[src/rtl/s512_pkg.sv]
// Package: SHA-512 types, constants and round functions.
package s512_pkg;
    typedef logic [63:0] t_word;
    typedef t_word t_hash [8];

    localparam int BLOCK_BYTES = 128;
    localparam int LEN_POS = 112;
    localparam logic [7:0] PAD_BYTE = 8'h80;

    function automatic t_word init_word(input logic [2:0] idx);
        t_word r;
        unique case (idx)
            3'd0: r = 64'h6a09e667f3bcc908;
            3'd1: r = 64'hbb67ae8584caa73b;
            3'd2: r = 64'h3c6ef372fe94f82b;
            3'd3: r = 64'ha54ff53a5f1d36f1;
            3'd4: r = 64'h510e527fade682d1;
            3'd5: r = 64'h9b05688c2b3e6c1f;
            3'd6: r = 64'h1f83d9abfb41bd6b;
            default: r = 64'h5be0cd19137e2179;
        endcase
        return r;
    endfunction

    function automatic t_word round_k(input logic [6:0] idx);
        t_word r;
        unique case (idx)
            7'd0: r = 64'h428a2f98d728ae22; 7'd1: r = 64'h7137449123ef65cd;
            7'd2: r = 64'hb5c0fbcfec4d3b2f; 7'd3: r = 64'he9b5dba58189dbbc;
            7'd4: r = 64'h3956c25bf348b538; 7'd5: r = 64'h59f111f1b605d019;
            7'd6: r = 64'h923f82a4af194f9b; 7'd7: r = 64'hab1c5ed5da6d8118;
            7'd8: r = 64'hd807aa98a3030242; 7'd9: r = 64'h12835b0145706fbe;
            7'd10: r = 64'h243185be4ee4b28c; 7'd11: r = 64'h550c7dc3d5ffb4e2;
            7'd12: r = 64'h72be5d74f27b896f; 7'd13: r = 64'h80deb1fe3b1696b1;
            7'd14: r = 64'h9bdc06a725c71235; 7'd15: r = 64'hc19bf174cf692694;
            7'd16: r = 64'he49b69c19ef14ad2; 7'd17: r = 64'hefbe4786384f25e3;
            7'd18: r = 64'h0fc19dc68b8cd5b5; 7'd19: r = 64'h240ca1cc77ac9c65;
            7'd20: r = 64'h2de92c6f592b0275; 7'd21: r = 64'h4a7484aa6ea6e483;
            7'd22: r = 64'h5cb0a9dcbd41fbd4; 7'd23: r = 64'h76f988da831153b5;
            7'd24: r = 64'h983e5152ee66dfab; 7'd25: r = 64'ha831c66d2db43210;
            7'd26: r = 64'hb00327c898fb213f; 7'd27: r = 64'hbf597fc7beef0ee4;
            7'd28: r = 64'hc6e00bf33da88fc2; 7'd29: r = 64'hd5a79147930aa725;
            7'd30: r = 64'h06ca6351e003826f; 7'd31: r = 64'h142929670a0e6e70;
            7'd32: r = 64'h27b70a8546d22ffc; 7'd33: r = 64'h2e1b21385c26c926;
            7'd34: r = 64'h4d2c6dfc5ac42aed; 7'd35: r = 64'h53380d139d95b3df;
            7'd36: r = 64'h650a73548baf63de; 7'd37: r = 64'h766a0abb3c77b2a8;
            7'd38: r = 64'h81c2c92e47edaee6; 7'd39: r = 64'h92722c851482353b;
            7'd40: r = 64'ha2bfe8a14cf10364; 7'd41: r = 64'ha81a664bbc423001;
            7'd42: r = 64'hc24b8b70d0f89791; 7'd43: r = 64'hc76c51a30654be30;
            7'd44: r = 64'hd192e819d6ef5218; 7'd45: r = 64'hd69906245565a910;
            7'd46: r = 64'hf40e35855771202a; 7'd47: r = 64'h106aa07032bbd1b8;
            7'd48: r = 64'h19a4c116b8d2d0c8; 7'd49: r = 64'h1e376c085141ab53;
            7'd50: r = 64'h2748774cdf8eeb99; 7'd51: r = 64'h34b0bcb5e19b48a8;
            7'd52: r = 64'h391c0cb3c5c95a63; 7'd53: r = 64'h4ed8aa4ae3418acb;
            7'd54: r = 64'h5b9cca4f7763e373; 7'd55: r = 64'h682e6ff3d6b2b8a3;
            7'd56: r = 64'h748f82ee5defb2fc; 7'd57: r = 64'h78a5636f43172f60;
            7'd58: r = 64'h84c87814a1f0ab72; 7'd59: r = 64'h8cc702081a6439ec;
            7'd60: r = 64'h90befffa23631e28; 7'd61: r = 64'ha4506cebde82bde9;
            7'd62: r = 64'hbef9a3f7b2c67915; 7'd63: r = 64'hc67178f2e372532b;
            7'd64: r = 64'hca273eceea26619c; 7'd65: r = 64'hd186b8c721c0c207;
            7'd66: r = 64'heada7dd6cde0eb1e; 7'd67: r = 64'hf57d4f7fee6ed178;
            7'd68: r = 64'h06f067aa72176fba; 7'd69: r = 64'h0a637dc5a2c898a6;
            7'd70: r = 64'h113f9804bef90dae; 7'd71: r = 64'h1b710b35131c471b;
            7'd72: r = 64'h28db77f523047d84; 7'd73: r = 64'h32caab7b40c72493;
            7'd74: r = 64'h3c9ebe0a15c9bebc; 7'd75: r = 64'h431d67c49c100d4c;
            7'd76: r = 64'h4cc5d4becb3e42b6; 7'd77: r = 64'h597f299cfc657e2a;
            7'd78: r = 64'h5fcb6fab3ad6faec; default: r = 64'h6c44198c4a475817;
        endcase
        return r;
    endfunction

    function automatic t_word rotr(input t_word x, input int s);
        return (x >> s) | (x << (64 - s));
    endfunction

    // commands from controller to datapath
    typedef struct packed {
        logic       put;       // write byte at fill position
        logic [7:0] put_byte;
        logic       count;     // bump message byte count
        logic       start;     // begin compression of buffer
        logic       round;     // run one round
        logic       fold;      // add working vars into chaining words
        logic       shift_out; // rotate chaining words by one for output
        logic       reinit;    // restore initial values, clear count
    } t_cmd;

    typedef struct packed {
        logic [6:0]  fill;
        logic        full;
        logic [63:0] bits;
    } t_stat;
endpackage

[src/rtl/s512_if.sv]
// Valid/ready stream interfaces for input bytes and digest words.
interface s512_in_if;
    logic       valid;
    logic       ready;
    logic [7:0] data_byte;
    logic       byte_present;
    logic       end_of_message;
    modport source (output valid, data_byte, byte_present, end_of_message, input ready);
    modport sink (input valid, data_byte, byte_present, end_of_message, output ready);
endinterface

interface s512_out_if;
    logic        valid;
    logic        ready;
    logic [63:0] digest_word;
    logic [2:0]  word_index;
    logic        last_word;
    modport source (output valid, digest_word, word_index, last_word, input ready);
    modport sink (input valid, digest_word, word_index, last_word, output ready);
endinterface

[src/rtl/s512_ctrl.sv]
// Controller: input handshake, padding sequence, round count, digest output.
module s512_ctrl (
    input  logic            i_clk,
    input  logic            i_rst_n,
    s512_in_if.sink         in_s,
    s512_out_if.source      out_s,
    input  s512_pkg::t_stat i_stat,
    input  logic [63:0]     i_head,
    output s512_pkg::t_cmd  o_cmd,
    output logic [6:0]      o_round
);
    import s512_pkg::*;

    typedef enum logic [5:0] {
        ST_IDLE  = 6'b000001,
        ST_ROUND = 6'b000010,
        ST_FOLD  = 6'b000100,
        ST_PAD   = 6'b001000,
        ST_OUT   = 6'b010000,
        ST_START = 6'b100000
    } t_state;

    t_state      r_state, n_state;
    logic [6:0]  r_rnd, n_rnd;
    logic        r_fin, n_fin;
    logic        r_pad80, n_pad80;
    logic        r_lenblk, n_lenblk;
    logic [63:0] r_bits, n_bits;
    logic [2:0]  r_idx, n_idx;
    logic        acc, len_zone;
    logic [2:0]  lb;

    assign in_s.ready = (r_state == ST_IDLE);
    assign acc = in_s.valid && in_s.ready;
    assign len_zone = (i_stat.fill >= 7'(LEN_POS + 8));
    assign lb = i_stat.fill[2:0];

    always_comb begin
        n_state = r_state;
        n_rnd = r_rnd;
        n_fin = r_fin;
        n_pad80 = r_pad80;
        n_lenblk = r_lenblk;
        n_bits = r_bits;
        n_idx = r_idx;
        o_cmd = '0;
        unique case (r_state)
            ST_IDLE: begin
                if (acc) begin
                    o_cmd.put = in_s.byte_present;
                    o_cmd.put_byte = in_s.data_byte;
                    o_cmd.count = in_s.byte_present;
                    n_fin = in_s.end_of_message;
                    n_pad80 = 1'b1;
                    if (in_s.byte_present && i_stat.fill == 7'(BLOCK_BYTES - 1)) begin
                        n_state = ST_START;
                    end else if (in_s.end_of_message) begin
                        n_state = ST_PAD;
                    end
                end
            end
            ST_PAD: begin
                o_cmd.put = 1'b1;
                if (r_pad80) begin
                    // length fits in this block only if the marker lands before it
                    o_cmd.put_byte = PAD_BYTE;
                    n_bits = i_stat.bits;
                    n_lenblk = (i_stat.fill < 7'(LEN_POS));
                end else if (r_lenblk && len_zone) begin
                    o_cmd.put_byte = r_bits[8*(7-lb) +: 8];
                end
                n_pad80 = 1'b0;
                if (i_stat.fill == 7'(BLOCK_BYTES - 1)) begin
                    n_state = ST_START;
                end
            end
            ST_START: begin
                o_cmd.start = 1'b1;
                n_rnd = '0;
                n_state = ST_ROUND;
            end
            ST_ROUND: begin
                o_cmd.round = 1'b1;
                n_rnd = r_rnd + 7'd1;
                if (r_rnd == 7'd79) begin
                    n_state = ST_FOLD;
                end
            end
            ST_FOLD: begin
                o_cmd.fold = 1'b1;
                n_idx = '0;
                if (!r_fin) begin
                    n_state = ST_IDLE;
                end else if (r_pad80) begin
                    n_state = ST_PAD;
                end else if (r_lenblk) begin
                    n_state = ST_OUT;
                end else begin
                    n_lenblk = 1'b1;
                    n_state = ST_PAD;
                end
            end
            ST_OUT: begin
                if (out_s.ready) begin
                    o_cmd.shift_out = 1'b1;
                    n_idx = r_idx + 3'd1;
                    if (r_idx == 3'd7) begin
                        o_cmd.reinit = 1'b1;
                        n_fin = 1'b0;
                        n_state = ST_IDLE;
                    end
                end
            end
            default: n_state = ST_IDLE;
        endcase
    end

    always_ff @(posedge i_clk) begin
        if (!i_rst_n) begin
            r_state <= ST_IDLE;
            r_rnd <= '0;
            r_fin <= 1'b0;
            r_pad80 <= 1'b0;
            r_lenblk <= 1'b0;
            r_bits <= '0;
            r_idx <= '0;
        end else begin
            r_state <= n_state;
            r_rnd <= n_rnd;
            r_fin <= n_fin;
            r_pad80 <= n_pad80;
            r_lenblk <= n_lenblk;
            r_bits <= n_bits;
            r_idx <= n_idx;
        end
    end

    assign out_s.valid = (r_state == ST_OUT);
    assign out_s.digest_word = i_head;
    assign out_s.word_index = r_idx;
    assign out_s.last_word = (r_idx == 3'd7);
    assign o_round = r_rnd;
endmodule

[src/flat_wrapper.sv]
// flat-port wrapper written by rule: the top's interface ports become plain ports
module s512_ctrl_flat import s512_pkg::*;
  (i_clk, i_rst_n, i_stat, i_head, o_cmd, o_round, in_s_valid, in_s_data_byte, in_s_byte_present, in_s_end_of_message, in_s_ready, out_s_valid, out_s_digest_word, out_s_word_index, out_s_last_word, out_s_ready);
  s512_in_if in_s_i ();
  s512_out_if out_s_i ();
  input  logic i_clk;
  input  logic i_rst_n;
  input  s512_pkg::t_stat i_stat;
  input  logic [63:0] i_head;
  output s512_pkg::t_cmd o_cmd;
  output logic [6:0] o_round;
  input wire logic [$bits(in_s_i.valid)-1:0] in_s_valid;
  input wire logic [$bits(in_s_i.data_byte)-1:0] in_s_data_byte;
  input wire logic [$bits(in_s_i.byte_present)-1:0] in_s_byte_present;
  input wire logic [$bits(in_s_i.end_of_message)-1:0] in_s_end_of_message;
  output wire logic [$bits(in_s_i.ready)-1:0] in_s_ready;
  output wire logic [$bits(out_s_i.valid)-1:0] out_s_valid;
  output wire logic [$bits(out_s_i.digest_word)-1:0] out_s_digest_word;
  output wire logic [$bits(out_s_i.word_index)-1:0] out_s_word_index;
  output wire logic [$bits(out_s_i.last_word)-1:0] out_s_last_word;
  input wire logic [$bits(out_s_i.ready)-1:0] out_s_ready;
  assign in_s_i.valid = in_s_valid;
  assign in_s_i.data_byte = in_s_data_byte;
  assign in_s_i.byte_present = in_s_byte_present;
  assign in_s_i.end_of_message = in_s_end_of_message;
  assign in_s_ready = in_s_i.ready;
  assign out_s_valid = out_s_i.valid;
  assign out_s_digest_word = out_s_i.digest_word;
  assign out_s_word_index = out_s_i.word_index;
  assign out_s_last_word = out_s_i.last_word;
  assign out_s_i.ready = out_s_ready;
  s512_ctrl u_core (.i_clk(i_clk), .i_rst_n(i_rst_n), .in_s(in_s_i), .out_s(out_s_i), .i_stat(i_stat), .i_head(i_head), .o_cmd(o_cmd), .o_round(o_round));
endmodule
[config.mk]
export PLATFORM = sky130hd
export DESIGN_NAME = s512_ctrl_flat
export DESIGN_NICKNAME = d
export VERILOG_FILES = /design/src/rtl/s512_pkg.sv /design/src/rtl/s512_if.sv /design/src/rtl/s512_ctrl.sv /design/src/flat_wrapper.sv
export SDC_FILE = /design/constraint.sdc
export NUM_CORES = 1
export LEC_CHECK = 0
export ABC_AREA = 1
export BUFFER_PORTS_ARGS = -buffer_cell sky130_fd_sc_hd__clkbuf_2
export CAP_MARGIN = 20
export CORE_ASPECT_RATIO = 0.75
export CORE_MARGIN = 10
export CORE_UTILIZATION = 35
export DETAILED_ROUTE_END_ITERATION = 7
export HOLD_SLACK_MARGIN = 0.03
export PLACE_DENSITY = 0.72
export SLEW_MARGIN = 20
export SYNTH_ARGS = -nofsm -noshare
export SYNTH_HDL_FRONTEND = slang
export SYNTH_SLANG_ARGS = --single-unit
[constraint.sdc]
create_clock -name i_clk -period 1.7 [get_ports i_clk]
set_input_delay 0.34 -clock i_clk [delete_from_list [all_inputs] [get_ports i_clk]]
set_output_delay 0.34 -clock i_clk [all_outputs]
set_load 0.005 [all_outputs]
# Yosys cells after proc, flatten, opt, wreduce, memory -nomap -nowiden
# Index checks and enable logic that the tools add are counted.
# W data, S select, Z words.
[totals]
reg_bits = 83
in_bits = 150
out_inout_bits = 92
elab_cells = 80
[op_classes]
add_sub_neg = 3
n_lt_le_gt_ge = 2
n_eq_ne = 18
n_shift = 1
muxes = 35
n_reduce_logical = 14
[op_table]
columns = ["operator", "count"]
rows = [
  ["$shiftx A64 B33 Y8", 1],
  ["$mux W6", 8],
  ["$pmux W6 S6", 1],
  ["$pmux W9 S2", 1],
  ["$mux W8", 2],
  ["$eq A7 B7 Y1 const B", 2],
  ["$pmux W7 S2", 1],
  ["$mux W1", 12],
  ["$ne A2 B1 Y1 const B", 6],
  ["$mux W10", 1],
  ["$mux W5", 2],
  ["$reduce_bool A2 Y1", 5],
  ["$reduce_and A4 Y1", 2],
  ["$add A7 B1 Y7 const B", 1],
  ["$ge A7 B7 Y1 const B", 1],
  ["$lt A7 B7 Y1 const B", 1],
  ["$eq A6 B1 Y1 const B", 1],
  ["$eq A6 B2 Y1 const B", 1],
  ["$eq A6 B3 Y1 const B", 1],
  ["$eq A6 B4 Y1 const B", 1],
  ["$eq A6 B5 Y1 const B", 1],
  ["$eq A6 B6 Y1 const B", 1],
  ["$pmux W1 S2", 3],
  ["$pmux W3 S2", 1],
  ["other kinds (10)", 16],
]

# Logic depth before layout (Yosys ltp)
# Gate-level depths: netlist (run 1).
[depth]
depth_word = 5
ltp_mapped = 11
ltp_nobuf = 10

# Worst setup path after synthesis (run 1)
# Ideal clock, no wire load.
[synth_timing]
path_kind = "input-to-output"
startpoint = "input i_stat[65] in the netlist's numbering"
endpoint = "output o_cmd[11] in the netlist's numbering"
arrival_time_ns = 1.232
t_required_ns = 1.360
path_slack_ns = 0.128
stages = 7
cell_sequence = "buf_4 > inv_1 > clkbuf_1 > nor2_1 > o211ai_1 > nand3_1 > nand2_1"
[synth_rtl]
columns = ["item", "line_no", "rtl"]
rows = [
  ["start: declaration", "flat_wrapper.sv:8", "input s512_pkg::t_stat i_stat;"],
  ["end: declaration", "flat_wrapper.sv:10", "output s512_pkg::t_cmd o_cmd;"],
]

==> out/results.ini, run 1 <==
[synthesis]
ys_types = 26
yosysTopAreaCell = dfxtp_1
netlist_area_um2 = 4519
synth_nets = 810
synth_area_leaders = dfxtp_1, nor2_1, buf_4
synth_top_cell_area_share_pct = 36.77
synthFlopType = dfxtp_1
synth_most_common_cell = nor2_1
ys_top_cells_by_count = nor2_1, o21ai_0, dfxtp_1, buf_4, nand2_1
synthArstFlopShare_pct = 0
synth_warnings = 0
synth_seq_cells = 83
syn-instance-count = 657
ys_seq_area_share_pct = 36.77
syn_avg_cell_area_um2 = 6.879
synth_edf_count = 0

[floorplanning]
rows = 35
die_area_um2 = 17900
io_pins = 242
die_width_um = 151.2
fp.dieH_um = 118.4
coreArea_um2 = 12440
initial_core_util_pct = 36.34

[detailed_routing]
totalWireLength_um = 13530
vias_per_cell = 4.741
antenna_left = 0
vias = 4272
wire_per_inst_um = 15.01
firstDrtPassIters = 4
drc_errors = 0
drtIter0Drc = 355

[clock_network]
clockBufferDepth = 2
cts_buffers = 9
clk_pin_slew_ps = 70
cts_tree = done
cts_hold_buffers = 0
clkSinkCount = 83
insertion_delay_ps = 340
cts.root.buffer_cell = clkbuf_16
htree_levels = 3

[timing]
drv_slew = 0
fin_crit_ps = 2038
setup_ws_ps = -337.6
fin_skew_ps = 9.110
relSlewSlack_pct = 72.91
period_share_pct = 119.9
hold_viol_final = 0
max_freq_ghz = 0.4908
setup_viol = 16
tns_ps = -3903
rsz0062_at_grt = yes
tightest_slew_ps = 402.1

[place]
io_buffers = 112
dp_cells = 870
pre_cts_ws_ps = -233.3
hpwl_um = 9889
gp_congestion = 0.9232

[power_and_ir_drop]
leakage_uw = 0.002398
internal_power_uw = 4063
p_comb_share_pct = 30.3
switching_share_pct = 32.24
seq_power_share_pct = 36.0
power_switching_uw = 1933
power_density_nw_per_um2 = 1098
power_frac_clock_pct = 33.7
ir_drop_v = 0.0004466

[min_path]
hold_depth = 3
hp-class = input pin to register
hold_end = u_core.r_bits[46]
hold_path.startpoint = i_stat[46]

[global_route]
grt_pass1_wl_um = 21820
grt_start_max_net_pins = 71
first_global_vias = 4310
grt_util_all_layers_pct = 14.94
antenna_found_initial = 0
grt_overflow = 0

[outcome]
failed_checks = negative setup slack
run_status = complete, but fails checks

[critical_path]
cp-end-kind = primary output
r2r-start = u_core.r_state[1]
r2r_setup_slack_ps = 110
crit_fanout = 5
ff2ff_path_depth = 12
cp-start-kind = register
r2r-end = u_core.out_s.word_index[0]
critPathRequiredTime_ps = 1360
critical_path_class = register to primary output
critPathArrivalTime_ps = 1700

[final_layout]
antennaDiodeCount = 0
drive_above_1_share_pct = 29.93
post-route-util_pct = 43.90
instances_no_fill = 901
nNetsFinal = 883
syn_to_final_growth_pct = 20.82

[run]
cap_violations = 0

-- kinds of logic after synthesis --
logic type               Yosys count  synth area share, %
AND/OR/NAND/NOR                  299                27.16
AO/OA/AOI/OAI                    141                16.33
buffers and inverters            131                18.91
flip-flops                        83                36.77
adder cells (fa/ha/maj)            3               0.8307
-- worst max-delay path, stage by stage (launching register included) --
cell and delay [ps]:
dfxtp_2 330, nor2_4 140, nand2_4 70, nor2_4 120, inv_2 50, nor3_4 110
buf_6 150, o21ai_2 60, o21ai_1 170, buf_2 140
-- flip-flops by register name (all words and copies together) (netlist names) --
name                     cells
u_core.r_state               6
u_core.r_lenblk              1
u_core.out_s.word_index      3
u_core.r_pad80               1
u_core.o_round               7
u_core.r_bits               64
u_core.r_fin                 1
-- through the flow --
stage	instance area [um^2]	total power [uW]	hold WS (ps)
2_1_floorplan	4519	3146	448.4
3_3_place_gp	4881	3619	459.4
3_5_place_dp	4881	3640	467.4
4_1_cts	5363	5912	236.2
5_1_grt	5460	6321	244.8
6_report	5460	5996	241.2
-- worst max path at each step --
| stage | from | endpoint | slack (ps) | depth (start not counted) |
|---|---|---|---|---|
| after floorplan | i_stat[65] | o_cmd[11] | 130 | 7 |
| after global placement | i_stat[70] | o_cmd[10] | -250 | 8 |
| after detailed placement | i_stat[70] | o_cmd[10] | -230 | 8 |
| after CTS | u_core.r_state[0] | o_cmd[8] | -370 | 10 |
| after global routing | u_core.r_state[1] | o_cmd[10] | -450 | 9 |
| final | u_core.r_state[5] | o_cmd[10] | -340 | 9 |
-- area by class of cell --
cell class	count	area, um^2
Fill cell	1306	6977
Multi-Input combinational cell	443	2112
Sequential cell	83	1673
Timing Repair Buffer	160	1032
Clock buffer	9	225.2
Tap cell	166	207.7
Inverter	33	130.1
Clock inverter	7	80.08
-- power by group through the flow --
| stage | sequential, uW | combinational [uW] | clock (uW) |
|---|---|---|---|
| floorplan | 2180 | 964 | 0 |
| global placement | 2180 | 1440 | 0 |
| detailed placement | 2190 | 1450 | 0 |
| CTS | 2150 | 1700 | 2070 |
| global route | 2170 | 2000 | 2150 |
| finish | 2160 | 1820 | 2020 |
-- routing by layer --
layer	track usage, %	share of wire (%)	up-vias
li1	-	-	2199
met1	19.65	47	1909
met2	22.32	44	143
met3	4.880	6.6	21
met4	5.102	1.7	0
met5	0	0	-
-- timing repair --
action / in CTS / in global routing
pin swaps: 4 / 14
endpoints found under the setup margin: 16 / 25
gates resized for setup: 29 / 30
hold endpoints to repair: 0 / 0
buffers inserted: 13 / 4
-- placed cells by master (no fill, tap or decap), types with 12 or more instances in the layout --
cell	count
nand2_1	51
a21oi_1	12
clkbuf_2	107
o21ai_1	27
buf_4	34
nor2_1	202
o21ai_0	88
dfxtp_1	74
nand3_1	13
inv_1	26
No activity file was read; power rests on OpenSTA's default activity.
==> inputs of run 2 (changes only) <==
--- a/config.mk
+++ b/config.mk
@@ -13,7 +13,7 @@
 export CORE_UTILIZATION = 35
 export DETAILED_ROUTE_END_ITERATION = 7
 export HOLD_SLACK_MARGIN = 0.03
-export PLACE_DENSITY = 0.72
+export REMOVE_ABC_BUFFERS = 1
 export SLEW_MARGIN = 20
 export SYNTH_ARGS = -nofsm -noshare
 export SYNTH_HDL_FRONTEND = slang
==> out/results.ini, run 2 (synthesis results as in run 1) <==
[global_route]
grt_pass1_wl_um = 25480  ; +17%
antenna_found_initial = 0  ; unchanged
grt_start_max_net_pins = 49  ; -31%
grt_overflow = 0  ; unchanged
first_global_vias = 4426  ; +2.7%
grt_util_all_layers_pct = 18.53  ; +3.6 points

[clock_network]
htree_levels = 3  ; unchanged
cts_hold_buffers = 0  ; unchanged
cts_tree = done
clkSinkCount = 83  ; unchanged
cts.root.buffer_cell = clkbuf_16
clk_pin_slew_ps = 70  ; about the same
insertion_delay_ps = 340  ; about the same
cts_buffers = 9  ; unchanged
clockBufferDepth = 2  ; unchanged

[critical_path]
cp-start-kind = register
r2r-end = u_core.r_state[0]
path_cells = nor2_4 > nand2_4 > nor2_4 > inv_2 > nor3_4 > o21ai_1 > o21ai_1 > buf_2
cp-end-kind = primary output
crit_fanout = 4  ; -1
cp-startpoint = u_core.r_state[0]
ff2ff_path_depth = 13  ; +1
cpMaxStageDelayCell = dfxtp_2
r2r_setup_slack_ps = -100  ; -210 ps
r2r-start = u_core.r_state[0]
worstSetupEndpoint = o_cmd[12]
critical_path_class = register to primary output
cp_slowest_stage_delay_ps = 330  ; about the same
critPathRequiredTime_ps = 1360  ; about the same
critPathArrivalTime_ps = 1700  ; about the same

[power_and_ir_drop]
power_frac_clock_pct = 33.0  ; -0.7 points
p_comb_share_pct = 31.2  ; +0.9 points
leakage_uw = 0.002400  ; +0.11%
power_density_nw_per_um2 = 1102  ; +0.34%
switching_share_pct = 31.48  ; -0.76 points
power_switching_uw = 1895  ; -2.0%
finalPower_uw = 6020  ; +0.41%
seq_power_share_pct = 35.7  ; -0.3 points
internal_power_uw = 4125  ; +1.5%
ir_drop_v = 0.0005186  ; +16%

[place]
io_buffers = 112  ; unchanged
hpwl_um = 13350  ; +35%
gp_congestion = 0.9000  ; -2.5%

[floorplanning]
initial_core_util_pct = 36.34  ; unchanged
coreArea_um2 = 12440  ; unchanged
die_width_um = 151.2  ; unchanged
rows = 35  ; unchanged
die_area_um2 = 17900  ; unchanged
io_pins = 242  ; unchanged
fp.dieH_um = 118.4  ; unchanged

[outcome]
run_status = complete, but fails checks
failed_checks = negative setup slack

[timing]
tightest_slew_ps = 444.7  ; +42.55 ps
max_freq_ghz = 0.4902  ; -0.13%
setup_viol = 21  ; +5
period_share_pct = 120.0  ; +0.15 points
relSlewSlack_pct = 70.32  ; -2.6 points
rsz0062_at_grt = yes
fin_skew_ps = 8.327  ; -0.7832 ps
hold_viol_final = 0  ; unchanged
fin_crit_ps = 2040  ; +2.577 ps
drv_slew = 0  ; unchanged
setup_ws_ps = -340.2  ; -2.577 ps
whs_ps = 234.8  ; -6.372 ps

[final_layout]
syn_to_final_growth_pct = 20.90  ; about the same
nNetsFinal = 885  ; +0.23%
post-route-util_pct = 43.93  ; about the same
largest_reg_flops = 64  ; unchanged
layout_common_cells = nor2_1, clkbuf_2, o21ai_0
final_common_cell = nor2_1
final.fill_count = 1333  ; +2.1%
drive_above_1_share_pct = 29.62  ; -0.31 points
regMostFlops = u_core.r_bits
antennaDiodeCount = 0  ; unchanged

[min_path]
hold_path.startpoint = i_stat[20]
hp-class = input pin to register

[detailed_routing]
antenna_left = 0  ; unchanged
drtIter0Drc = 204  ; -43%
firstDrtPassIters = 4  ; unchanged
wire_per_inst_um = 18.95  ; +26%
vias_per_cell = 4.796  ; +1.2%
totalWireLength_um = 17090  ; +26%
vias = 4326  ; +1.3%
drc_errors = 0  ; unchanged

[run]
cap_violations = 0  ; unchanged

## run 2: worst min path at each step
| stage | end | slack [ps] | depth (start not counted) |
|---|---|---|---|
| 2_1_floorplan | u_core.r_state[0] | 420 | 1 |
| 3_3_place_gp | u_core.r_bits[47] | 460 | 2 |
| 3_5_place_dp | u_core.r_bits[47] | 470 | 2 |
| 4_1_cts | u_core.r_bits[20] | 230 | 3 |
| 5_1_grt | u_core.r_bits[20] | 230 | 3 |
| 6_report | u_core.r_bits[20] | 230 | 3 |
## run 2: area by class of cell
| cell class | instances | area, um^2 | area share (%) |
|---|---|---|---|
| inverters | 33 | 130.1 | 2.382 |
| multi-input cells | 443 | 2127 | 38.93 |
| well taps | 166 | 207.7 | 3.801 |
| clock inverters | 5 | 62.56 | 1.145 |
| repair buffers | 162 | 1027 | 18.80 |
| flip-flops and latches | 83 | 1670 | 30.57 |
| clock buffers | 10 | 239.0 | 4.374 |
## run 2: worst max-delay path: cells and delay by family (launching register included)
kind | cells | cell delay, ps
and+or+nand+nor | 4 | 520
DFF | 1 | 330
AOI/OAI and AO/OA | 2 | 310
buffers and inverters | 2 | 210
## run 2: through the flow
| step | instances | setup TNS [ps] | cell area, um^2 | worst slack [ps] |
|---|---|---|---|---|
| after floorplan | 559 | -31300 | 3790 | -781.7 |
| after global placement | 873 | -1494 | 4891 | -236.2 |
| after detailed placement | 873 | -1491 | 4891 | -237.5 |
| after CTS | 892 | -3960 | 5321 | -370.1 |
| after global routing | 902 | -6455 | 5464 | -469.2 |
| final | 902 | -4071 | 5464 | -340.2 |
## run 2: power groups by stage
stage,Sequential [uW],Combinational [uW],Clock [uW]
after floorplan,2180,770,0
after global placement,2180,1480,0
after detailed placement,2180,1500,0
after CTS,2150,1710,2040
after global routing,2170,2090,2120
final,2150,1880,1990
## run 2: per-layer routing
layer	share of wire, %	track usage, %
met5	0.82	8.611
met4	0.99	3.782
met3	15	13.95
met2	37	23.02
met1	46	23.84
## run 2: what timing repair did
| item | in CTS | in global routing |
|---|---|---|
| setup buffers | 4 | 10 |
| pin swaps | 5 | 7 |
| resized for setup | 32 | 24 |
| gates cloned | 0 | 0 |
| hold endpoints to repair | 0 | 0 |
| endpoints found under the setup margin | 16 | 22 |
==> inputs of run 3 (changes only) <==
--- a/config.mk
+++ b/config.mk
@@ -11,6 +11,7 @@
 export CORE_ASPECT_RATIO = 0.75
 export CORE_MARGIN = 10
 export CORE_UTILIZATION = 35
+export CTS_BUF_LIST = sky130_fd_sc_hd__clkbuf_2
 export DETAILED_ROUTE_END_ITERATION = 7
 export HOLD_SLACK_MARGIN = 0.03
 export REMOVE_ABC_BUFFERS = 1
==> out/results.ini, run 3 (synthesis results as in run 1) <==
[run]
cap_violations = 0  ; unchanged

[critical_path]
crit_fanout = 4  ; unchanged
r2r-start = u_core.r_state[2]
cp-start-kind = register
critPathArrivalTime_ps = 1960  ; +260 ps
cp-startpoint = u_core.r_state[0]
critPathRequiredTime_ps = 1360  ; about the same
critical_path_class = register to primary output
cp-end-kind = primary output

[detailed_routing]
drc_errors = 0  ; unchanged
firstDrtPassIters = 4  ; unchanged
antenna_left = 0  ; unchanged
drtIter0Drc = 243  ; +19%
wire_per_inst_um = 18.30  ; -3.4%
vias = 4605  ; +6.4%
vias_per_cell = 4.787  ; -0.19%
totalWireLength_um = 17610  ; +3.0%

[place]
gp_congestion = 0.9000  ; unchanged
io_buffers = 112  ; unchanged
hpwl_um = 13350  ; unchanged

[clock_network]
cts_tree = done
clk_pin_slew_ps = 220  ; +150 ps
cts.root.buffer_cell = clkbuf_2
htree_levels = 3  ; unchanged
clkSinkCount = 83  ; unchanged
insertion_delay_ps = 530  ; +190 ps
clockBufferDepth = 2  ; unchanged
cts_buffers = 9  ; unchanged

[final_layout]
syn_to_final_growth_pct = 31.95
regMostFlops = u_core.r_bits
post-route-util_pct = 47.95  ; +4.0 points
largest_reg_flops = 64  ; unchanged
final_common_cell = nor2_1
layout_common_cells = nor2_1, clkbuf_2, o21ai_0
drive_above_1_share_pct = 29.94  ; +0.32 points
nNetsFinal = 944  ; +6.7%

[outcome]
run_status = complete, but fails checks
failed_checks = negative setup slack

[timing]
setup_viol = 22  ; +4.8%
drv_slew = 0  ; unchanged
hold_viol_final = 0  ; unchanged
fin_crit_ps = 2301  ; +260.7 ps
relSlewSlack_pct = 68.04  ; -2.3 points
fin_skew_ps = 12.31  ; +3.988 ps
whs_ps = 78.54  ; -156.3 ps
rsz0062_at_grt = yes
max_freq_ghz = 0.4346  ; -11%
setup_ws_ps = -600.8  ; -260.7 ps
tightest_slew_ps = 478.9  ; +34.29 ps
period_share_pct = 135.3  ; +15 points

[power_and_ir_drop]
internal_power_uw = 3572  ; -13%
leakage_uw = 0.002577  ; +7.3%
seq_power_share_pct = 39.5  ; +3.8 points
p_comb_share_pct = 41.7  ; +11 points
ir_drop_v = 0.0004458  ; -14%
power_density_nw_per_um2 = 919.0  ; -17%
power_switching_uw = 1908  ; +0.66%
switching_share_pct = 34.81  ; +3.3 points
power_frac_clock_pct = 18.9  ; -14 points

[floorplanning]
coreArea_um2 = 12440  ; unchanged
die_area_um2 = 17900  ; unchanged
initial_core_util_pct = 36.34  ; unchanged
fp.dieH_um = 118.4  ; unchanged
die_width_um = 151.2  ; unchanged
rows = 35  ; unchanged
io_pins = 242  ; unchanged

[min_path]
hold_path.startpoint = i_stat[1]
hp-class = input pin to register

[global_route]
grt_util_all_layers_pct = 19.11  ; +0.58 points
first_global_vias = 4697  ; +6.1%
grt_start_max_net_pins = 49  ; unchanged
grt_pass1_wl_um = 26550  ; +4.2%
antenna_found_initial = 1  ; +1
grt_overflow = 0  ; unchanged

run 3: final cells by class:
| class | instances | area (um^2) |
|---|---|---|
| Inverter | 33 | 135.1 |
| Sequential cell | 83 | 1672 |
| Antenna cell | 1 | 2.502 |
| Fill cell | 1255 | 6474 |
| Clock buffer | 9 | 45.04 |
| Multi-Input combinational cell | 443 | 2181 |
| Timing Repair Buffer | 221 | 1654 |
| Tap cell | 166 | 207.7 |
| Clock inverter | 6 | 66.31 |
run 3: worst max-delay path, cell delays in order, from the launching register on:
cell     delay (ps)
dfxtp_2         390
nor2_4          120
nand2_2          90
nor2_4           90
inv_2            50
nor3_4          230
o21ai_1         110
o21ai_1         210
buf_2           160
run 3: path summary, 6_finish.rpt:
path,slack [ps],endpoint,depth (start not counted)
max,-600,o_cmd[12],8
min,80,u_core.r_bits[1],3
max reg2reg,-170,u_core.r_state[4],13
min reg2reg,500,u_core.r_bits[12],2
run 3: metal layers:
metal,GRT usage (%),vias up,share of wire (%),wire [um]
li1,-,2317,-,-
met1,24.50,2058,46,8027
met2,24.70,205,39,6867
met3,13.38,19,13,2355
met4,3.601,6,0.87,153
met5,8.889,-,1.1,201
run 3: power groups by stage:
stage	sequential [uW]	clock (uW)	combinational, uW
finish	2160	1030	2280
global route	2180	1170	2500
CTS	2160	1090	1890
detailed placement	2180	0	1500
global placement	2180	0	1480
floorplan	2180	0	770
run 3: what timing repair did:
| action | CTS | global route |
|---|---|---|
| endpoints found under the hold margin | 54 | 0 |
| setup buffers | 10 | 13 |
| hold buffers | 54 | 0 |
| resized for setup | 48 | 45 |
| pin swaps | 7 | 12 |
| endpoints found under the setup margin | 18 | 24 |
run 3: stage by stage:
stage          setup WS (ps)  setup TNS [ps]  cell area (um^2)  total power, uW  cells
6_report              -600.8           -8733              5963             5480    962
4_1_cts               -668.7           -8816              5753             5145    950
3_5_place_dp          -237.5           -1491              4891             3684    873
5_1_grt               -783.7          -12350              5963             5851    962
2_1_floorplan         -781.7          -31300              3790             2952    559
3_3_place_gp          -236.2           -1494              4891             3663    873
